### src/rtl/trsc_pkg.sv
package trsc_pkg;

   // Default geometry
   localparam int RING_BYTES_DEF = 32768;
   localparam int MAX_CHUNK_DEF  = 2048;

   // Field widths
   localparam int TYPE_W   = 4;
   localparam int PLEN_W   = 16;
   localparam int BYTE_W   = 8;
   localparam int INDEX_W  = 15;
   localparam int STATUS_W = 2;
   localparam int OFFSET_W = 15;
   localparam int CLEN_W   = 15;
   localparam int DROP_W   = 32;
   localparam int TICKS_W  = 8;

   // Register port
   localparam int CSR_ADDR_W = 3;
   localparam int CSR_DATA_W = 32;

   // Request codes
   localparam logic [TYPE_W-1:0] REQ_PKT_START  = 4'd0;
   localparam logic [TYPE_W-1:0] REQ_PKT_BYTE   = 4'd1;
   localparam logic [TYPE_W-1:0] REQ_TX_DONE    = 4'd2;
   localparam logic [TYPE_W-1:0] REQ_DTR        = 4'd3;
   localparam logic [TYPE_W-1:0] REQ_TICK       = 4'd4;
   localparam logic [TYPE_W-1:0] REQ_CONN       = 4'd5;
   localparam logic [TYPE_W-1:0] REQ_CLR_DROPS  = 4'd6;
   localparam logic [TYPE_W-1:0] REQ_FORCE_STOP = 4'd7;
   localparam logic [TYPE_W-1:0] REQ_RING_READ  = 4'd8;

   // Status codes
   localparam logic [STATUS_W-1:0] ST_OK      = 2'd0;
   localparam logic [STATUS_W-1:0] ST_DROPPED = 2'd1;
   localparam logic [STATUS_W-1:0] ST_BAD_LEN = 2'd2;
   localparam logic [STATUS_W-1:0] ST_IGNORED = 2'd3;

   // Register indexes (byte address bit 2)
   localparam logic REG_AUTO_STREAM = 1'b0;
   localparam logic REG_DISC_TICKS  = 1'b1;

   // Register reset values
   localparam logic               AUTO_STREAM_RST = 1'b1;
   localparam logic [TICKS_W-1:0] DISC_TICKS_RST  = 8'd5;

   typedef struct packed {
      logic               auto_stream_enable;
      logic [TICKS_W-1:0] disconnect_ticks;
   } cfg_type;

   // Result of one item, minus the ring byte that the registered RAM read port returns
   typedef struct packed {
      logic [STATUS_W-1:0] status;
      logic                chunk_start;
      logic [OFFSET_W-1:0] chunk_offset;
      logic [CLEN_W-1:0]   chunk_length;
      logic                streaming_on;
      logic [DROP_W-1:0]   drops_total;
      logic                is_read;
      logic                host_lost;
      logic                link_busy;
   } result_type;

endpackage

### src/rtl/trsc_csr.sv
module trsc_csr (
   input  logic                             clock,
   input  logic                             reset,
   input  logic                             csr_psel,
   input  logic                             csr_penable,
   input  logic                             csr_pwrite,
   input  logic [trsc_pkg::CSR_ADDR_W-1:0]  csr_paddr,
   input  logic [trsc_pkg::CSR_DATA_W-1:0]  csr_pwdata,
   output logic [trsc_pkg::CSR_DATA_W-1:0]  csr_prdata,
   output logic                             csr_pready,
   output trsc_pkg::cfg_type                cfg
);
   import trsc_pkg::*;

   logic               auto_ff;
   logic [TICKS_W-1:0] ticks_ff;
   logic               wr_en;
   logic               reg_sel;

   assign csr_pready = 1'b1;
   assign reg_sel    = csr_paddr[2];
   assign wr_en      = csr_psel && csr_penable && csr_pwrite;

   // Register writes
   always_ff @(posedge clock) begin
      if (reset) begin
         auto_ff  <= AUTO_STREAM_RST;
         ticks_ff <= DISC_TICKS_RST;
      end else if (wr_en) begin
         unique case (reg_sel)
            REG_AUTO_STREAM: auto_ff  <= csr_pwdata[0];
            REG_DISC_TICKS:  ticks_ff <= csr_pwdata[TICKS_W-1:0];
            default:         auto_ff  <= auto_ff;
         endcase
      end
   end

   // Read-back
   always_comb begin
      unique case (reg_sel)
         REG_AUTO_STREAM: csr_prdata = {{(CSR_DATA_W-1){1'b0}}, auto_ff};
         REG_DISC_TICKS:  csr_prdata = {{(CSR_DATA_W-TICKS_W){1'b0}}, ticks_ff};
         default:         csr_prdata = '0;
      endcase
   end

   assign cfg.auto_stream_enable = auto_ff;
   assign cfg.disconnect_ticks   = ticks_ff;

endmodule

### config.mk
export PLATFORM = sky130hd
export DESIGN_NAME = trsc_csr
export DESIGN_NICKNAME = d
export VERILOG_FILES = /design/src/rtl/trsc_pkg.sv /design/src/rtl/trsc_csr.sv
export SDC_FILE = /design/constraint.sdc
export NUM_CORES = 1
export LEC_CHECK = 0
export ABC_AREA = 1
export BUFFER_PORTS_ARGS = -buffer_cell sky130_fd_sc_hd__buf_2
export CORE_MARGIN = 3
export CORE_UTILIZATION = 35
export CTS_CLUSTER_SIZE = 30
export DETAILED_ROUTE_END_ITERATION = 8
export GPL_TIMING_DRIVEN = 0
export PLACE_DENSITY = 0.93
export RECOVER_POWER = 100
export SETUP_SLACK_MARGIN = 0.1
export SYNTH_ARGS = -nofsm -noshare
export SYNTH_HDL_FRONTEND = slang
export SYNTH_SLANG_ARGS = --single-unit
### constraint.sdc
create_clock -name clock -period 1.4 [get_ports clock]
set_clock_uncertainty 0.2 [all_clocks]
set_input_delay 0.07 -clock clock [delete_from_list [all_inputs] [get_ports clock]]
set_output_delay 0.07 -clock clock [all_outputs]
set_load 0.01 [all_outputs]
==> results of run 1 <==
cell families after synthesis:
logic type	share of synthesized area [%]
AOI/OAI and AO/OA	0.727
buffers and inverters	40.2
DFF	26.2
other	1.09
and+or+nand+nor	31.8
registers in the layout, indices dropped and copies added, names as in the netlist:
signal    count
auto_ff       1
ticks_ff      8
per-layer routing:
| metal | wire length (um) | up-vias | global-route usage [%] |
|---|---|---|---|
| li1 | - | 389 | - |
| met1 | 595 | 306 | 14.1 |
| met2 | 865 | 38 | 23.0 |
| met3 | 204 | 0 | 7.12 |
| met4 | 0 | 0 | 2.69 |
| met5 | 0 | - | 0 |
metrics by stage:
step | total power, W | utilization, % | instances | area (sq um)
detailed placement | 0.000463 | 53.3 | 180 | 951
finish | 0.000686 | 62.2 | 196 | 1110
global placement | 0.000461 | 53.3 | 180 | 951
floorplan | 0.000419 | - | 126 | 774
CTS | 0.000689 | 61.5 | 196 | 1100
global route | 0.000732 | 62.2 | 196 | 1110
power groups by stage:
stage / clock network [W] / registers [W] / logic, W
after floorplan: 0 / 0.000281 / 0.000139
after global placement: 0 / 0.000277 / 0.000184
after detailed placement: 0 / 0.000277 / 0.000186
after CTS: 0.000206 / 0.000272 / 0.000212
after global routing: 0.000218 / 0.000273 / 0.000242
final: 0.000196 / 0.000272 / 0.000218
cell usage in the layout, fill, tap and decap left out, drive strengths merged:
master / Yosys / layout
o21ai: 1 / 1
clkbuf: 0 / 21
clkinv: 1 / 1
dlymetal6s4s: 0 / 1
nand2: 22 / 22
inv: 15 / 15
conb: 2 / 25
buf: 28 / 40
dfxtp: 9 / 9
nor2: 14 / 14
dlygate4sd3: 0 / 11
nand3: 11 / 11
worst register-to-register path: stages (launching register included):
cell	delay (ns)
dfxtp_1	0.32
o21ai_1	0.07
nand3_1	0.08
final timing paths:
check                           slack, ns  depth (start not counted)     endpoint         start
worst max-delay path                 0.18                          5  ticks_ff[3]  csr_paddr[2]
worst min-delay path                 0.02                          4      auto_ff    csr_pwrite
worst max register to register       0.61                          2      auto_ff       auto_ff
worst min register to register       0.28                          2  ticks_ff[0]   ticks_ff[0]
area by class of cell:
| cell class | count | share of cell area [%] |
|---|---|---|
| multi-input cells | 73 | 31.4 |
| repair buffers | 41 | 22.2 |
| plain buffers | 28 | 19.3 |
| flip-flops and latches | 9 | 16.3 |
| inverters | 16 | 5.64 |
| well taps | 25 | 2.82 |
| clock buffers | 4 | 2.37 |
repair_timing:
| action | CTS | global route |
|---|---|---|
| resized for setup | 0 | 8 |
| endpoints found under the setup margin | 0 | 1 |
| endpoints found under the hold margin | 9 | 0 |
| hold buffers | 12 | 0 |
==> flow_metrics.py, run 1 <==
metrics = {
    "status": {
        "status": "finished, final reports clean",
    },
    "power_and_ir_drop": {
        "switching_share_pct": 29.5,
        "intPower_w": 0.000484,
        "p_seq_share_pct": 39.6,
        "p_leak_nw": 0.656,
        "p_per_area_nw_per_um2": 619,
        "p_sw_w": 0.000202,
        "peakVddDrop_uv": 568,
        "clockPowerShare_pct": 28.6,
        "comb_power_share_pct": 31.8,
    },
    "place": {
        "gp_congestion": 0.715,
        "numPortBuffers": 29,
        "pre_cts_ws_ns": 0.425,
        "dpl.hpwl_um": 1160,
    },
    "grt": {
        "antenna_found_initial": 0,
        "grt_pass1_vias": 619,
        "grt_max_degree": 11,
        "grt.overflow.total": 0,
        "grt_use_total_pct": 13.2,
        "grt_pass1_wl_um": 2550,
    },
    "die": {
        "die_w_um": 50.3,
        "row_count": 15,
        "start_util_pct": 38.6,
        "pin_count": 82,
        "core_sq_um": 1780,
        "die_h_um": 50.3,
        "die-area_sq_um": 2530,
    },
    "critical_path": {
        "critPathLaunchType": "input port",
        "max_stage_delay_ns": 0.77,
        "cp-end-kind": "flop",
        "cp_slowest_cell": "dlygate4sd3_1",
        "critPathMaxFanout": 6,
        "critical_path_class": "in2reg",
        "worstPathCellList": "buf_4 -> dlygate4sd3_1 -> nand3_2 -> nand2_1 -> nor2_1",
        "timing.critical_path.required_ns": 1.35,
        "critPathArrivalTime_ns": 1.18,
        "path_buf_inv": 2,
        "cp_top_family": "buffers and inverters",
    },
    "worst_hold_path": {
        "hp-class": "in2reg",
    },
    "sta": {
        "maxSlewViolCount": 0,
        "finalSetupViolations": 0,
        "holdWs_ns": 0.0155,
        "min_period_over_period_pct": 87.3,
        "rsz0062_at_grt": "false",
        "period_needed_ns": 1.22,
        "layout_setup_ws_ns": 0.177,
        "fmax_mhz": 818,
        "setup_tns_ns": 0,
        "hold_viol": 0,
    },
    "cells_and_area": {
        "nets": 212,
        "drive_above_1_share_pct": 32.2,
        "syn_to_final_growth_pct": 61.1,
        "multi_input_area_sq_um": 348,
        "regArea_sq_um": 180,
        "diodes": 0,
        "nFillCells": 184,
    },
    "logic_synthesis": {
        "synth.most_common_cell": "buf_4",
        "ys_top_cells_by_area": "buf_4 29%, dfxtp_1 26%, nand2_1 12%",
        "syn_avg_cell_area_sq_um": 6.68,
        "synth-main-ff-cell": "dfxtp_1",
        "ys_async_sr_fraction_pct": 0,
        "ys_ff_latch": 9,
        "ys_types": 15,
        "yosysWarningCount": 0,
        "netlist_area_sq_um": 688,
        "seq_area_frac_synth_pct": 26.2,
        "synth_edf_count": 0,
        "synthTopCellsByCount": "27 x buf_4, 22 x nand2_1, 13 x inv_1",
        "synth_top_area_cell": "buf_4",
        "synthCells": 103,
        "synth_top_area_share_pct": 29.5,
    },
    "clock_network": {
        "clockBufferDepth": 2,
        "htree_levels": 1,
        "cts_root_buf": "clkbuf_4",
        "clk_latency_ns": 0.26,
        "cts_tree": "done",
        "post-cts-setup-buffer-count": 0,
        "cts_num_sinks": 9,
        "cts.clk_slew.worst_paths_ns": 0.06,
        "numCtsBuffers": 3,
    },
    "detailed_routing": {
        "first_pass_iters": 4,
        "via_per_inst": 3.74,
        "route.detailed.drc": 0,
        "vias": 733,
        "ant_nets": 0,
        "drt_iter0_markers": 9,
        "wl_um": 1670,
        "routedWlPerCell_um": 8.49,
    },
    "flow_run": {
        "maxCapViolations": 0,
    },
}
No activity file was read; power rests on OpenSTA's default activity.
==> run 2, diff against run 1 <==
--- a/config.mk
+++ b/config.mk
@@ -5,14 +5,13 @@
 export SDC_FILE = /design/constraint.sdc
 export NUM_CORES = 1
 export LEC_CHECK = 0
-export ABC_AREA = 1
 export BUFFER_PORTS_ARGS = -buffer_cell sky130_fd_sc_hd__buf_2
 export CORE_MARGIN = 3
-export CORE_UTILIZATION = 35
+export CORE_UTILIZATION = 34
 export CTS_CLUSTER_SIZE = 30
 export DETAILED_ROUTE_END_ITERATION = 8
 export GPL_TIMING_DRIVEN = 0
-export PLACE_DENSITY = 0.93
+export PLACE_DENSITY = 0.92
 export RECOVER_POWER = 100
 export SETUP_SLACK_MARGIN = 0.1
 export SYNTH_ARGS = -nofsm -noshare
==> flow_metrics.py, run 2 <==
metrics = {
    "logic_synthesis": {
        "yosysWarningCount": 0,
        "synth_top_area_share_pct": 29.4,
        "ys_top_cells_by_area": "buf_4 29%, dfxtp_1 27%, mux2i_1 14%",
        "synth.most_common_cell": "buf_4",
        "ys_async_sr_fraction_pct": 0,
        "synth-main-ff-cell": "dfxtp_1",
        "synth_edf_count": 0,
        "netlist_area_sq_um": 664,
        "seq_area_frac_synth_pct": 27.1,
        "synthCells": 75,
        "ys_types": 12,
        "ys_ff_latch": 9,
        "synthTopCellsByCount": "26 x buf_4, 12 x nand2b_1, 9 x dfxtp_1, 9 x mux2i_1, 7 x and2_2",
        "syn_avg_cell_area_sq_um": 8.86,
        "synth_top_area_cell": "buf_4",
    },
    "sta": {
        "fmax_mhz": 798,
        "hold_viol": 0,
        "maxSlewViolCount": 0,
        "finalSetupViolations": 0,
        "rsz0062_at_grt": "false",
        "period_needed_ns": 1.25,
        "setup_tns_ns": 0,
        "min_period_over_period_pct": 89.5,
    },
    "critical_path": {
        "critical_path_class": "in2reg",
        "cp-end-kind": "flop",
        "timing.critical_path.required_ns": 1.39,
        "critPathArrivalTime_ns": 1.24,
        "critPathMaxFanout": 10,
        "critPathLaunchType": "input port",
    },
    "clock_network": {
        "cts_num_sinks": 9,
        "cts_tree": "done",
        "cts.clk_slew.worst_paths_ns": 0.06,
        "clk_latency_ns": 0.26,
        "clockBufferDepth": 2,
        "numCtsBuffers": 3,
        "htree_levels": 1,
        "post-cts-setup-buffer-count": 0,
        "cts_root_buf": "clkbuf_4",
    },
    "detailed_routing": {
        "vias": 621,
        "ant_nets": 0,
        "drt_iter0_markers": 4,
        "route.detailed.drc": 0,
        "via_per_inst": 3.67,
        "routedWlPerCell_um": 9.99,
        "wl_um": 1690,
        "first_pass_iters": 3,
    },
    "cells_and_area": {
        "drive_above_1_share_pct": 36.1,
        "syn_to_final_growth_pct": 60.3,
        "largest_reg_flops": 8,
        "nFillCells": 177,
        "top_regs": "ticks_ff x8, auto_ff x1",
        "nets": 185,
        "mostFrequentLayoutCell": "buf_4",
        "top_register": "ticks_ff",
        "mostFrequentLayoutCells": "26 x buf_4, 25 x conb_1, 18 x clkbuf_1",
        "diodes": 0,
    },
    "power_and_ir_drop": {
        "peakVddDrop_uv": 378,
        "p_total_w": 0.000653,
        "p_leak_nw": 0.555,
        "p_per_area_nw_per_um2": 613,
    },
    "place": {
        "gp_congestion": 0.572,
        "numPortBuffers": 30,
    },
    "grt": {
        "grt_max_degree": 11,
        "grt_pass1_vias": 584,
        "grt.overflow.total": 0,
        "grt_pass1_wl_um": 2500,
        "antenna_found_initial": 0,
        "grt_use_total_pct": 13.2,
    },
    "worst_hold_path": {
        "hp-class": "in2reg",
    },
    "die": {
        "row_count": 15,
        "die-area_sq_um": 2520,
        "start_util_pct": 37.3,
        "pin_count": 82,
        "die_h_um": 50.2,
        "core_sq_um": 1780,
        "die_w_um": 50.2,
    },
    "status": {
        "status": "finished, final reports clean",
    },
    "flow_run": {
        "maxCapViolations": 0,
    },
}
run 2: cell types whose count changed in the layout (fill, tap and decap cells not counted), moves of 7 or more:
cell      delta
and2_2       +7
nor2_1       -7
inv_1       -13
nand2b_1    +12
mux2i_1      +9
nand2_1     -20
run 2: cell families (layout without fill, tap and decap cells):
group,Yosys count,in the layout,share of synthesized area [%]
multiplexers,10,10,15.3
flip-flops,9,9,27.1
other,2,25,1.13
AND/OR/NAND/NOR,26,26,24.7
buffers and inverters,28,74,31.8
run 2: critical path, cell delays in order:
cell,delay [ns]
dlygate4sd3_1,0.54
buf_2,0.16
clkbuf_2,0.18
nand2b_1,0.17
mux2i_1,0.12
run 2: final cells by class:
type	count	area [sq um]	area share (%)
plain buffers	28	211	19.9
clock buffers	4	26.3	2.47
multi-input cells	61	359	33.7
flip-flops and latches	9	180	16.9
well taps	25	31.3	2.94
repair buffers	42	256	24.1
run 2: repair_timing:
action,4_1_cts,5_1_grt
gates resized for setup,0,5
hold buffers,12,0
endpoints found under the setup margin,0,6
endpoints found under the hold margin,9,0
run 2: routing by layer:
metal / global-route usage (%) / up-vias / routed length [um]
met4: 4.15 / 0 / 0
met3: 5.34 / 0 / 245
met5: 0 / - / 0
met2: 24.3 / 42 / 785
met1: 13.3 / 254 / 658
li1: - / 325 / -
run 2: metrics by stage:
step / cells / utilization, % / hold slack (ns) / worst slack (ns) / area [sq um]
final: 169 / 59.7 / 0.0569 / 0.147 / 1060
after global routing: 169 / 59.7 / 0.0947 / 0.0668 / 1060
after CTS: 169 / 60.5 / 0.0625 / 0.127 / 1080
after detailed placement: 153 / 52.3 / 0.138 / 0.293 / 932
after global placement: 153 / 52.3 / 0.131 / 0.335 / 932
after floorplan: 98 / - / 0.0247 / 0.512 / 751
run 2: final timing paths:
path                                   start          end  slack, ns  cells past startpoint
worst min register to register   ticks_ff[3]  ticks_ff[3]       0.29                      2
worst max register to register       auto_ff      auto_ff       0.59                      2
worst max-delay path                   reset  ticks_ff[7]       0.15                      5
worst min-delay path            csr_paddr[2]      auto_ff       0.06                      3
run 2: report_power, final:
| group | leakage, nW | internal, W | total (W) | switching (W) |
|---|---|---|---|---|
| clock | 0.0150 | 0.000110 | 0.000201 | 0.0000908 |
| sequential | 0.0730 | 0.000262 | 0.000266 | 0.00000376 |
| combinational | 0.467 | 0.000105 | 0.000187 | 0.0000814 |
