$ cat config.mk
export PLATFORM = sky130hd
export DESIGN_NAME = trsc_ctrl
export DESIGN_NICKNAME = d
export VERILOG_FILES = /design/src/rtl/trsc_pkg.sv /design/src/rtl/trsc_ctrl.sv
export SDC_FILE = /design/constraint.sdc
export NUM_CORES = 1
export LEC_CHECK = 0
export BUFFER_PORTS_ARGS = -buffer_cell sky130_fd_sc_hd__buf_2
export CAP_MARGIN = 10
export CORE_MARGIN = 2
export CORE_UTILIZATION = 23
export CTS_CLUSTER_SIZE = 40
export DETAILED_ROUTE_END_ITERATION = 8
export PLACE_DENSITY = 0.42
export SYNTH_ARGS = -nofsm -noshare
export SYNTH_HDL_FRONTEND = slang
export SYNTH_SLANG_ARGS = --single-unit
$ cat constraint.sdc
create_clock -name clock -period 17.1 [get_ports clock]
set_clock_uncertainty 0.15 [all_clocks]
set_input_delay 0.855 -clock clock [delete_from_list [all_inputs] [get_ports clock]]
set_output_delay 0.855 -clock clock [all_outputs]
set_load 0.02 [all_outputs]
$ cat src/rtl/trsc_pkg.sv
package trsc_pkg;

   // Default geometry
   localparam int RING_BYTES_DEF = 32768;
   localparam int MAX_CHUNK_DEF  = 2048;

   // Field widths
   localparam int TYPE_W   = 4;
   localparam int PLEN_W   = 16;
   localparam int BYTE_W   = 8;
   localparam int INDEX_W  = 15;
   localparam int STATUS_W = 2;
   localparam int OFFSET_W = 15;
   localparam int CLEN_W   = 15;
   localparam int DROP_W   = 32;
   localparam int TICKS_W  = 8;

   // Register port
   localparam int CSR_ADDR_W = 3;
   localparam int CSR_DATA_W = 32;

   // Request codes
   localparam logic [TYPE_W-1:0] REQ_PKT_START  = 4'd0;
   localparam logic [TYPE_W-1:0] REQ_PKT_BYTE   = 4'd1;
   localparam logic [TYPE_W-1:0] REQ_TX_DONE    = 4'd2;
   localparam logic [TYPE_W-1:0] REQ_DTR        = 4'd3;
   localparam logic [TYPE_W-1:0] REQ_TICK       = 4'd4;
   localparam logic [TYPE_W-1:0] REQ_CONN       = 4'd5;
   localparam logic [TYPE_W-1:0] REQ_CLR_DROPS  = 4'd6;
   localparam logic [TYPE_W-1:0] REQ_FORCE_STOP = 4'd7;
   localparam logic [TYPE_W-1:0] REQ_RING_READ  = 4'd8;

   // Status codes
   localparam logic [STATUS_W-1:0] ST_OK      = 2'd0;
   localparam logic [STATUS_W-1:0] ST_DROPPED = 2'd1;
   localparam logic [STATUS_W-1:0] ST_BAD_LEN = 2'd2;
   localparam logic [STATUS_W-1:0] ST_IGNORED = 2'd3;

   // Register indexes (byte address bit 2)
   localparam logic REG_AUTO_STREAM = 1'b0;
   localparam logic REG_DISC_TICKS  = 1'b1;

   // Register reset values
   localparam logic               AUTO_STREAM_RST = 1'b1;
   localparam logic [TICKS_W-1:0] DISC_TICKS_RST  = 8'd5;

   typedef struct packed {
      logic               auto_stream_enable;
      logic [TICKS_W-1:0] disconnect_ticks;
   } cfg_type;

   // Result of one item, minus the ring byte that the registered RAM read port returns
   typedef struct packed {
      logic [STATUS_W-1:0] status;
      logic                chunk_start;
      logic [OFFSET_W-1:0] chunk_offset;
      logic [CLEN_W-1:0]   chunk_length;
      logic                streaming_on;
      logic [DROP_W-1:0]   drops_total;
      logic                is_read;
      logic                host_lost;
      logic                link_busy;
   } result_type;

endpackage

$ cat src/rtl/trsc_ctrl.sv
module trsc_ctrl #(
   parameter int RING_BYTES = trsc_pkg::RING_BYTES_DEF,
   parameter int MAX_CHUNK  = trsc_pkg::MAX_CHUNK_DEF
) (
   input  logic                               clock,
   input  logic                               reset,
   input  trsc_pkg::cfg_type                  cfg,
   // request channel
   input  logic                               req_valid,
   output logic                               req_stall,
   input  logic [trsc_pkg::TYPE_W-1:0]        req_type,
   input  logic [trsc_pkg::PLEN_W-1:0]        req_packet_length,
   input  logic [trsc_pkg::BYTE_W-1:0]        req_data_byte,
   input  logic                               req_line_level,
   input  logic                               req_link_ready,
   input  logic [trsc_pkg::INDEX_W-1:0]       req_read_index,
   // pending result toward the output register
   output logic                               pend_valid,
   output trsc_pkg::result_type               pend,
   input  logic                               pend_take,
   // ring RAM
   output logic                               ram_wr_en,
   output logic [$clog2(RING_BYTES)-1:0]      ram_wr_addr,
   output logic [trsc_pkg::BYTE_W-1:0]        ram_wr_data,
   output logic                               ram_rd_en,
   output logic [$clog2(RING_BYTES)-1:0]      ram_rd_addr
);
   import trsc_pkg::*;

   localparam int PW = $clog2(RING_BYTES);
   // wide enough for the ring size, a packet length and a chunk size
   localparam int CW = (PW + 1 > PLEN_W + 1) ? PW + 1 : PLEN_W + 1;
   localparam logic [CW-1:0] RING_C = CW'(RING_BYTES);
   localparam logic [CW-1:0] MAX_C  = CW'(MAX_CHUNK);

   logic [PW-1:0]      wp_ff, wp_in;
   logic [PW-1:0]      rp_ff, rp_in;
   logic               in_flight_ff, in_flight_in;
   logic [DROP_W-1:0]  drop_ff, drop_in;
   logic [DROP_W-1:0]  snap_ff, snap_in;
   logic [TICKS_W-1:0] streak_ff, streak_in;
   logic               streaming_ff, streaming_in;
   logic [PLEN_W-1:0]  fill_rem_ff, fill_rem_in;
   logic [PW-1:0]      fill_pos_ff, fill_pos_in;
   logic               pend_valid_ff;
   result_type         pend_ff, res_in;

   logic               accept;
   logic [PW-1:0]      fill_pos_inc;
   logic [CW-1:0]      fill_pos_sum;
   logic [PW-1:0]      wp_l;
   logic               in_flight_l;
   logic               can_launch;
   logic [CW-1:0]      gap;
   logic [CW-1:0]      clen;
   logic [CW-1:0]      rp_sum;
   logic [PW-1:0]      rp_adv;
   logic [CW-1:0]      free_c;
   logic               plen_bad;
   logic               ridx_ok;
   logic               attempt;
   logic               launch_go;
   logic               we_raw;
   logic               re_raw;
   logic               lost;
   logic [STATUS_W-1:0] status;
   logic [TICKS_W-1:0] streak_tmp;

   // Handshake: one item sits in the pending stage at most
   assign req_stall  = pend_valid_ff && !pend_take;
   assign accept     = req_valid && !req_stall;
   assign pend_valid = pend_valid_ff;
   assign pend       = pend_ff;

   // Next fill position with wrap
   assign fill_pos_sum = CW'(fill_pos_ff) + CW'(1);
   assign fill_pos_inc = (fill_pos_sum == RING_C) ? '0 : PW'(fill_pos_sum);

   // Free space, one slot kept empty
   assign free_c = (wp_ff >= rp_ff) ? (RING_C - (CW'(wp_ff) - CW'(rp_ff)) - CW'(1))
                                    : (CW'(rp_ff) - CW'(wp_ff) - CW'(1));
   assign plen_bad = (req_packet_length == '0) || (CW'(req_packet_length) > RING_C);
   assign ridx_ok  = CW'(req_read_index) < RING_C;

   // Chunk sizing: up to write position or wrap point, capped at MAX_CHUNK
   assign wp_l        = (req_type == REQ_PKT_BYTE) ? fill_pos_inc : wp_ff;
   assign in_flight_l = (req_type == REQ_TX_DONE) ? 1'b0 : in_flight_ff;
   assign can_launch  = !in_flight_l && (wp_l != rp_ff);
   assign gap         = (wp_l > rp_ff) ? (CW'(wp_l) - CW'(rp_ff)) : (RING_C - CW'(rp_ff));
   assign clen        = (gap > MAX_C) ? MAX_C : gap;
   assign rp_sum      = CW'(rp_ff) + clen;
   assign rp_adv      = (rp_sum >= RING_C) ? PW'(rp_sum - RING_C) : PW'(rp_sum);
   assign launch_go   = attempt && can_launch && req_link_ready;

   // Request decode and next state
   always_comb begin
      wp_in        = wp_ff;
      rp_in        = rp_ff;
      in_flight_in = in_flight_ff;
      drop_in      = drop_ff;
      snap_in      = snap_ff;
      streak_in    = streak_ff;
      streaming_in = streaming_ff;
      fill_rem_in  = fill_rem_ff;
      fill_pos_in  = fill_pos_ff;
      status       = ST_OK;
      attempt      = 1'b0;
      lost         = 1'b0;
      we_raw       = 1'b0;
      re_raw       = 1'b0;
      streak_tmp   = '0;

      unique case (req_type)
         REQ_PKT_START: begin
            fill_rem_in = '0;
            if (plen_bad) begin
               status = ST_BAD_LEN;
            end else if (CW'(req_packet_length) > free_c) begin
               drop_in = drop_ff + DROP_W'(1);
               status  = ST_DROPPED;
            end else begin
               fill_rem_in = req_packet_length;
               fill_pos_in = wp_ff;
            end
         end
         REQ_PKT_BYTE: begin
            if (fill_rem_ff == '0) begin
               status = ST_IGNORED;
            end else begin
               we_raw      = 1'b1;
               fill_pos_in = fill_pos_inc;
               fill_rem_in = fill_rem_ff - PLEN_W'(1);
               if (fill_rem_ff == PLEN_W'(1)) begin
                  wp_in   = fill_pos_inc;
                  attempt = 1'b1;
               end
            end
         end
         REQ_TX_DONE: begin
            in_flight_in = 1'b0;
            attempt      = 1'b1;
         end
         REQ_DTR: begin
            in_flight_in = 1'b0;
            wp_in        = '0;
            rp_in        = '0;
            fill_rem_in  = '0;
            fill_pos_in  = '0;
            streak_in    = '0;
            snap_in      = drop_ff;
            if (req_line_level) begin
               if (cfg.auto_stream_enable) begin
                  streaming_in = 1'b1;
               end
            end else begin
               streaming_in = 1'b0;
               lost         = 1'b1;
            end
         end
         REQ_TICK: begin
            if (!streaming_ff) begin
               streak_in = '0;
            end else begin
               streak_tmp = (drop_ff > snap_ff) ? streak_ff + TICKS_W'(1) : '0;
               snap_in    = drop_ff;
               if (streak_tmp >= cfg.disconnect_ticks) begin
                  streaming_in = 1'b0;
                  streak_in    = '0;
               end else begin
                  streak_in = streak_tmp;
               end
            end
         end
         REQ_CONN: begin
            if (!req_line_level) begin
               streaming_in = 1'b0;
               streak_in    = '0;
            end
         end
         REQ_CLR_DROPS: begin
            drop_in = '0;
         end
         REQ_FORCE_STOP: begin
            streaming_in = 1'b0;
         end
         REQ_RING_READ: begin
            if (ridx_ok) begin
               re_raw = 1'b1;
            end else begin
               status = ST_IGNORED;
            end
         end
         default: begin
            status = ST_IGNORED;
         end
      endcase

      // Chunk launch accepted by the link
      if (launch_go) begin
         in_flight_in = 1'b1;
         rp_in        = rp_adv;
      end

      res_in.status       = status;
      res_in.chunk_start  = launch_go;
      res_in.chunk_offset = launch_go ? OFFSET_W'(rp_ff) : '0;
      res_in.chunk_length = launch_go ? CLEN_W'(clen) : '0;
      res_in.streaming_on = streaming_in;
      res_in.drops_total  = drop_in;
      res_in.is_read      = re_raw;
      res_in.host_lost    = lost;
      res_in.link_busy    = in_flight_in;
   end

   // Ring RAM access: write a packet byte, read for a ring read
   assign ram_wr_en   = accept && we_raw;
   assign ram_wr_addr = fill_pos_ff;
   assign ram_wr_data = req_data_byte;
   assign ram_rd_en   = accept && re_raw;
   assign ram_rd_addr = PW'(req_read_index);

   // Control state
   always_ff @(posedge clock) begin
      if (reset) begin
         wp_ff         <= '0;
         rp_ff         <= '0;
         in_flight_ff  <= 1'b0;
         drop_ff       <= '0;
         snap_ff       <= '0;
         streak_ff     <= '0;
         streaming_ff  <= 1'b0;
         fill_rem_ff   <= '0;
         fill_pos_ff   <= '0;
         pend_valid_ff <= 1'b0;
      end else begin
         if (accept) begin
            wp_ff        <= wp_in;
            rp_ff        <= rp_in;
            in_flight_ff <= in_flight_in;
            drop_ff      <= drop_in;
            snap_ff      <= snap_in;
            streak_ff    <= streak_in;
            streaming_ff <= streaming_in;
            fill_rem_ff  <= fill_rem_in;
            fill_pos_ff  <= fill_pos_in;
         end
         if (accept) begin
            pend_valid_ff <= 1'b1;
         end else if (pend_take) begin
            pend_valid_ff <= 1'b0;
         end
      end
   end

   // Pending result payload
   always_ff @(posedge clock) begin
      if (accept) begin
         pend_ff <= res_in;
      end
   end

   // Checks
   a_ptr_range: assert property (@(posedge clock) disable iff (reset)
      (CW'(wp_ff) < RING_C) && (CW'(rp_ff) < RING_C) && (CW'(fill_pos_ff) < RING_C))
      else $error("ring pointer beyond ring size");

   a_chunk_len: assert property (@(posedge clock) disable iff (reset)
      launch_go |-> (clen != '0) && (clen <= MAX_C))
      else $error("launched chunk length out of range");

   a_busy_rise: assert property (@(posedge clock) disable iff (reset)
      $rose(in_flight_ff) |-> $past(accept && launch_go))
      else $error("link busy without a launched chunk");

   a_no_overrun: assert property (@(posedge clock) disable iff (reset)
      pend_valid_ff && !pend_take && !accept |=> pend_valid_ff)
      else $error("pending result lost");

endmodule

==> flow_results.org, run 1 <==
** STA
- Final Setup Violations :: 0
- Tightest hold margin :: 0.304 ns
- Final hold vios :: 0
- Setup repair after global routing left no endpoint under its margin.
- Min Tclk post-route :: 7.98 ns
- Worst slew pin tran :: 1.14 ns
- The total count of max-transition violations in the final report was 0.
- In this run the tightest slew margin relative to its limit is 0.239.
- Adding up every negative setup slack in the final design gives 0 ns.
- Setup slack closes at 9.12 ns.
- Dividing the final minimum period by the clock period gives 0.467.
- Timing would allow up to 0.125 GHz.

** Logic synthesis
- The share of the Yosys chip area taken by registers is 0.325.
- Of the post-synthesis cell area, the dominant cell type holds 0.185.
- Predominant post-synthesis flop cell :: dfxtp_1
- Yosys Warn Count :: 0
- Counting flops with a built-in enable in the synthesized netlist gives 69.
- dfxtp_1 takes more of the synthesized area than any other cell.
- Synthesis inferred 205 register bits.
- Ranking of synthesized cells by area :: dfxtp_1, edfxtp_1, ha_1, a21oi_1, nor2_1
- After technology mapping, the gate count stands at 1,822.
- Area of the mapped netlist :: 14,700 sq um
- For this run, asynchronously set or reset flops after synthesis account for 0.
- Yosys mapped the design onto 84 distinct sky130hd cell types.
- Post-Syn Area per Cell :: 8.09 sq um

** Global routing
- Summed over all layers, the global routing overflow is 0.
- The number of global-route vias before repair is 13,000.
- Met3 usage in global routing :: 0.0214
- Global-route track usage on met1 :: 0.186
- Met2 track demand over resource in global routing :: 0.257
- Wire length of the first global-routing pass :: 76,600 microns
- Global routing usage summed across all routing layers :: 0.146
- The layer flagged by global routing as most heavily used is met2.
- Antenna violations before repair :: 2
- Pin count of the biggest net entering global routing :: 66

** Clocking
- Worst-skew pair later-pin latency :: 0.59 ns
- Gates resized during post-CTS repair numbered 0.
- Total clock sinks :: 205
- After clock tree synthesis, the flow added hold-fix buffers numbering 0.
- In this run the number of H-tree levels came out at 1.
- Root buf cell :: clkbuf_16
- CTS tree :: yes
- After clock tree synthesis, the clock-pin slew on the worst setup and hold paths is 0.06 ns.
- Post-CTS timing repair inserted 0 buffers for setup.
- Counting the buffers created by CTS gives 28.
- Bufs on Longest Clock Path :: 3

** Worst setup path
- STA classifies the critical path endpoint as a register.
- Dominant cell type by count on the critical path :: a21o_1
- Worst EP arrival :: 8.27 ns
- Nature of the critical path startpoint :: input pin
- On the critical path, the stage with the largest delay is an instance of a2111oi_0.
- Along the worst path, the maximum fanout reaches 23.
- In this design, the stage delay of the slowest critical-path cell is 0.61 ns.
- Required time worst endpoint :: 17.39 ns
- The critical path is of the in -> reg type.

** Routing
- Total routed wirelength :: 49,800 microns
- Via Count :: 13,500
- The pre-antenna-repair detailed-routing pass consisted of 5 iterations.
- Violation count after the first detailed-routing iteration :: 859
- Count of nets left with antenna violations after detail routing :: 0
- After detailed routing, the number of vias per cell comes to 4.92.
- In the final routed layout, each cell accounts on average for 18.1 microns.
- Post-route DRC :: 0

** Floorplan
- Measured along the x axis, the die boundary spans 257 microns.
- For this configuration, the core starts out at a cell density of 0.233.
- After floorplanning, the core was sized to cover 63,200 sq um.
- For this design the top-level I/O count stands at 169.
- Vertical die dimension :: 257 microns
- The floorplan has 92 rows.
- The die covers 66,100 sq um.

** Job
- Max Cap Viol :: 0

** Finish
- In the final design database the tool counted 2,062 nets.
- Of the cells placed in the final design, the portion with a size suffix greater than 1 is 0.118.
- The finished layout holds 2,746 standard cells, fillers aside.
- Area used by multi-input combinational logic :: 9040 sq um
- For this run, the share of the core covered by cells in the final layout is 0.269.
- Summing all non-filler instances in the final layout gives an area of 17,000 sq um.
- Register cell area after layout :: 4790 sq um
- # fillers :: 6,884
- Compared with the post-synthesis result, the final layout area differs by 15.5%.

** Power
- Of the total power, the share spent switching nets is 0.275.
- Cell internal power was estimated by the tool at 0.927 mW.
- Clock share of power :: 0.490
- Share of power burned in registers :: 0.408
- The analysis attributes to cell leakage a power of 6.71 nW.
- The analysis attributes to net switching a power of 0.352 mW.
- Total power of the final layout :: 1.28 mW
- Maximum resistive drop on vdd :: 0.0758 mV
- Dividing total power by cell area gives a power density of 75.1 nW/um^2.
- Combinational fraction of design power :: 0.102

** Placed design
- RePlAce Congestion :: 0.850
- Post-DP HPWL :: 37,000 microns
- Placed cell count :: 2,693
- Worst-case setup slack after placement :: 8.69 ns
- In this run the cell area measured after placement is 16,000 sq um.
- Number of buffers inserted by port buffering :: 122

** Min path
- The tightest min-delay check is of the reg -> reg type.

** Status
- Run status :: finished clean
==> state kept, by name, indices dropped and copies added, names as in the netlist <==
signal and cells:
pend 69, in_flight_ff 1, streak_ff 8, rp_ff 15
pend_valid 1, drop_ff 32, fill_rem_ff 16, wp_ff 15
streaming_ff 1, snap_ff 32, ram_wr_addr 15
==> layer usage <==
metal / wire length, microns / up-vias
met5: 0 / -
met4: 1060 / 0
met3: 2210 / 61
met2: 24300 / 280
met1: 22200 / 6451
li1: - / 6710
==> cell usage in the layout, fill, tap and decap left out, types with 8 or more instances in the layout <==
| cell | n |
|---|---|
| clkinv_2 | 8 |
| ha_1 | 123 |
| xnor2_1 | 49 |
| xor2_1 | 38 |
| a31oi_1 | 34 |
| o31ai_1 | 31 |
| mux2i_1 | 9 |
| nor4_1 | 30 |
| nand3_1 | 56 |
| nand4_1 | 22 |
| or3_1 | 11 |
| buf_2 | 121 |
| nor2_1 | 185 |
| a221oi_1 | 9 |
| dfxtp_1 | 136 |
| or4_1 | 28 |
| nand2b_1 | 16 |
| o21ai_0 | 71 |
| a21oi_1 | 154 |
| nor3_1 | 57 |
| a211oi_1 | 22 |
| inv_1 | 101 |
| buf_4 | 20 |
| a21o_1 | 63 |
| edfxtp_1 | 69 |
| nor2b_1 | 15 |
| or2_2 | 12 |
| o211ai_1 | 27 |
| o21a_1 | 16 |
| a22oi_1 | 17 |
| and3_1 | 17 |
| nand2_1 | 176 |
| clkbuf_16 | 29 |
==> worst max-delay path: cells and delay by family <==
kind / cells / cell delay [ns]
AND/OR/NAND/NOR: 6 / 1.02
AO/OA/AOI/OAI: 19 / 4.65
buffers and inverters: 4 / 0.90
adder cells (fa/ha/maj): 2 / 0.85
==> kinds of logic after synthesis <==
logic type,after synthesis,share of synthesized area
multiplexers,11,0.00764
flip-flops,205,0.325
buffers and inverters,222,0.0646
XOR/XNOR,87,0.0517
AND/OR/NAND/NOR,660,0.216
adder cells (fa/ha/maj),127,0.110
other,1,0.000254
AO/OA/AOI/OAI,509,0.225
==> area by class of cell <==
| class | instances | area share |
|---|---|---|
| inverter | 102 | 0.0226 |
| antenna | 1 | 0.000147 |
| clock buffer | 30 | 0.0428 |
| tap | 846 | 0.0622 |
| timing repair buffer | 141 | 0.0444 |
| multi-input combinational | 1399 | 0.531 |
| clock inverter | 22 | 0.0153 |
| sequential | 205 | 0.282 |
==> power groups by stage <==
stage | clock network, mW | logic (mW) | registers [mW]
after floorplan | 0 | 0.0810 | 0.544
after global placement | 0 | 0.130 | 0.532
after detailed placement | 0 | 0.131 | 0.532
after CTS | 0.653 | 0.131 | 0.522
after global routing | 0.670 | 0.143 | 0.523
final | 0.627 | 0.130 | 0.522
==> cell usage after synthesis (5+ instances only) <==
| cell | number |
|---|---|
| and2_1 | 6 |
| clkbuf_1 | 74 |
| a221oi_1 | 9 |
| xnor2_1 | 49 |
| nor2b_1 | 15 |
| o31ai_1 | 32 |
| nor4_1 | 31 |
| nand3b_1 | 6 |
| or3_1 | 11 |
| o21a_1 | 16 |
| nor3_1 | 57 |
| nor2_1 | 186 |
| a211oi_1 | 23 |
| inv_1 | 102 |
| a2111oi_0 | 5 |
| ha_1 | 123 |
| o211ai_1 | 27 |
| edfxtp_1 | 69 |
| mux2i_1 | 9 |
| a31oi_1 | 34 |
| a21o_1 | 63 |
| dfxtp_1 | 136 |
| buf_4 | 23 |
| o21ai_1 | 6 |
| or2_2 | 12 |
| nand3_1 | 56 |
| nand2_1 | 177 |
| o41ai_1 | 6 |
| xor2_1 | 38 |
| nand2b_1 | 16 |
| buf_1 | 7 |
| nand4_1 | 22 |
| and3_1 | 17 |
| o21ai_0 | 71 |
| a22oi_1 | 17 |
| or4_1 | 28 |
| buf_2 | 12 |
| a21oi_1 | 155 |
==> path summary, 6_finish.rpt <==
check | from | endpoint | slack, ns | cells past startpoint
hold / removal | snap_ff[27] | snap_ff[27] | 0.30 | 2
setup reg to reg | rp_ff[0] | ram_wr_addr[2] | 9.38 | 24
setup / recovery | req_type[3] | rp_ff[14] | 9.12 | 31
hold reg to reg | snap_ff[27] | snap_ff[27] | 0.30 | 2
No activity file was read; power rests on OpenSTA's default activity.
==> run 2, diff against run 1 <==
==> constraint.sdc (replaced) <==
create_clock -name clock -period 7.7 [get_ports clock]
set_clock_uncertainty 0.15 [all_clocks]
set_input_delay 0.385 -clock clock [delete_from_list [all_inputs] [get_ports clock]]
set_output_delay 0.385 -clock clock [all_outputs]
set_load 0.02 [all_outputs]
==> run 2 against run 1 <==
  * Clock-buffer cell count grew 4
  * Combinational power grew 130%
  * Final area grew 1.2%
  * First-iteration DRC count shrank 13%
==> flow_results.org, run 2 (same netlist as run 1, synthesis figures left out) <==
** Min path
- The worst hold path belongs to the class in -> reg.
- Launch point of the worst hold path :: req_packet_length[1]

** Floorplan
- The floorplan die height is 257 microns (unchanged).
- Top-level port count :: 169 (unchanged)
- Row count :: 92 (unchanged)
- The die footprint came to 66,100 sq um (unchanged).
- The placeable core area came to 63,200 sq um (unchanged).
- The initial core utilization came to 0.233 (unchanged).
- Horizontal extent of the die :: 257 microns (unchanged)

** Global routing
- The first-pass GRT wire length is 77,900 microns (+1.7%).
- Antenna violations before repair :: 2 (unchanged)
- The number of global-route vias before repair is 13,100 (+0.76%).
- Global routing usage summed across all routing layers :: 0.148 (+0.00204)
- The maximum number of pins on one net before global-route repair came to 56 (-15%).
- GR Overflow Total :: 0 (unchanged)

** Power
- The maximum VDD drop was 0.153 mV (+100%).
- The power per unit of standard cell area was 165 nW/um^2 (+120%).
- Leak :: 6.81 nW (+1.5%)

** Clocking
- Number of CTS-inserted buffers :: 28 (unchanged)
- Clock transition at path regs :: 0.06 ns (about the same)
- Worst-skew pair later-pin latency :: 0.58 ns (about the same)
- Number of buffers inserted to repair setup after CTS :: 0 (unchanged)
- TritonCTS built the clock tree.
- The total clock sinks is 205 (unchanged).
- Root buf cell :: clkbuf_16
- The H-tree depth was 1 (unchanged).
- Bufs on Longest Clock Path :: 3 (unchanged)

** Routing
- Routed wire length per instance :: 18.1 microns (about the same)
- The routed via count divided by cell count came to 4.90 (-0.33%).
- Router iterations before antenna repair :: 5 (unchanged)
- The number of design rule violations left after detail routing came to 0 (unchanged).
- The DRC marker count from the first detailed-route iteration came to 749 (-13%).
- Total routed wirelength :: 50,200 microns (+0.87%)
- Via Count :: 13,600 (+0.58%)
- The remaining antenna violation count was 0 (unchanged).

** STA
- The worst slew margin relative to its limit came to 0.290 (+0.0513).
- Final cycle utilization of the critical path :: 0.930
- Min Tclk post-route :: 7.16 ns
- The number of hold violations in the final report is 0 (unchanged).
- Worst slew pin tran :: 1.06 ns (-0.0757 ns)
- Count of final max-slew check failures :: 0 (unchanged)
- The number of setup violations in the final report is 0 (unchanged).
- Derived from the worst setup path, the maximum achievable clock frequency is 0.140 GHz.
- RSZ-0062 raised after global routing :: false
- Summed negative setup slack over all endpoints :: 0 ns (unchanged)

** Finish
- Area of all placed cells without fillers :: 17,200 sq um (+1.2%)
- Fraction of final layout cells with drive strength greater than 1 :: 0.126 (+0.00736)
- The filler cell count was 6,821 (-0.92%).
- Largest register FFs :: 69 (unchanged)
- Relative to the synthesized area, the layout overhead comes to 16.9%.
- The library cells used most frequently in the layout, excluding fill and tap cells, are nor2_1, nand2_1, a21oi_1.
- The final net count is 2,086 (+1.2%).
- Most common library cell in the layout ignoring fill and taps :: nor2_1

** Worst setup path
- The startpoint identified for the worst register-to-register timing path is rp_ff[0].
- Required time worst endpoint :: 7.88 ns (-9.51 ns)
- Timing startpoint of the critical path :: rp_ff[0]
- CP cell instances :: inv_1, ha_1, inv_1, fa_1, a211oi_1, o21ai_1, nand2_1, or4_1, o311a_1, or4_4, nor2_1, xnor2_1, mux2i_1, xnor2_1, ha_1, and4_1, nand3_1, or2_2, a21oi_1, o31ai_1, nand2b_1, a2111o_2, o21a_1, mux2_2
- Crit path max fanout :: 26 (+13%)
- The slowest stage of the critical path belongs to the cell a2111o_2.
- Kind of end point of the critical path :: register
- The arrival time at the worst endpoint was 7.34 ns (-0.93 ns).
- STA classifies the critical path startpoint as a register.
- Crit Path Category :: reg -> reg
- Delay contributed by the slowest stage of the critical path :: 0.79 ns (+0.18 ns)

** Placed design
- The weighted congestion reported at the end of routability-driven placement was 0.859 (+1.1%).
- The detailed placer's ending HPWL was 37,200 microns (+0.52%).
- Area of placed instances :: 16,200 sq um (+0.90%)
- Number of buffers inserted by port buffering :: 122 (unchanged)

** Job
- Max Cap Viol :: 0 (unchanged)

** Status
- The run finished with clean final reports.
## run 2: cell count changes in the layout (fill, tap and decap cells not counted), sizes merged
cell	before	now
clkbuf	30	34
diode	1	2
dlygate4sd3	0	7
clkinv	11	8
buf	141	158
inv	104	102
clkinvlp	5	6
## run 2: worst paths after layout
path                            depth (start not counted)        endpoint  slack (ns)
worst min-delay path                                    3  fill_rem_ff[1]        0.06
worst max register to register                         24        pend[19]        0.54
worst min register to register                          2      snap_ff[1]        0.30
worst max-delay path                                   24        pend[19]        0.54
## run 2: area by class of cell
cell class	count	area, sq um	area share
inverter	102	385	0.0224
tap	846	1060	0.0614
multi-input combinational	1399	9050	0.525
sequential	205	4790	0.278
timing repair buffer	165	966	0.0560
antenna	2	5.00	0.000290
clock buffer	34	743	0.0431
clock inverter	18	233	0.0135
## run 2: worst max-delay path, delay by kind of cell, from the launching register on
family,cells,cell delay [ns]
simple gates,8,2.41
mux,2,0.36
compound gates,7,1.94
flops,1,0.54
xor+xnor,2,0.30
buf+inv,2,0.24
fa+ha+maj,3,0.93
## run 2: through the flow
step	instances	power, mW	hold slack [ns]	setup WS (ns)	util
after floorplan	1826	1.39	0.286	0.176	-
after global placement	2710	1.48	0.291	0.242	0.256
after detailed placement	2710	1.48	0.297	0.192	0.256
after CTS	2769	2.90	0.0228	0.271	0.273
after global routing	2770	2.96	0.0352	0.0828	0.273
final	2771	2.84	0.0633	0.542	0.273
## run 2: power breakdown
| part | leakage [nW] | switching (mW) | internal, mW |
|---|---|---|---|
| sequential | 1.79 | 0.0147 | 1.14 |
| clock | 0.458 | 0.557 | 0.826 |
| combinational | 4.57 | 0.205 | 0.0967 |
## run 2: repair_timing
action / CTS / global route
setup endpoints to repair: 0 / 8
endpoints found under the hold margin: 7 / 0
resized for setup: 0 / 4
hold buffers: 7 / 0
## run 2: metal layers
| metal | share of wire | global-route usage | wire (microns) |
|---|---|---|---|
| met5 | 0 | 0 | 0 |
| met4 | 0.026 | 0.0409 | 1320 |
| met3 | 0.046 | 0.0233 | 2310 |
| met2 | 0.48 | 0.255 | 24100 |
| met1 | 0.45 | 0.191 | 22500 |
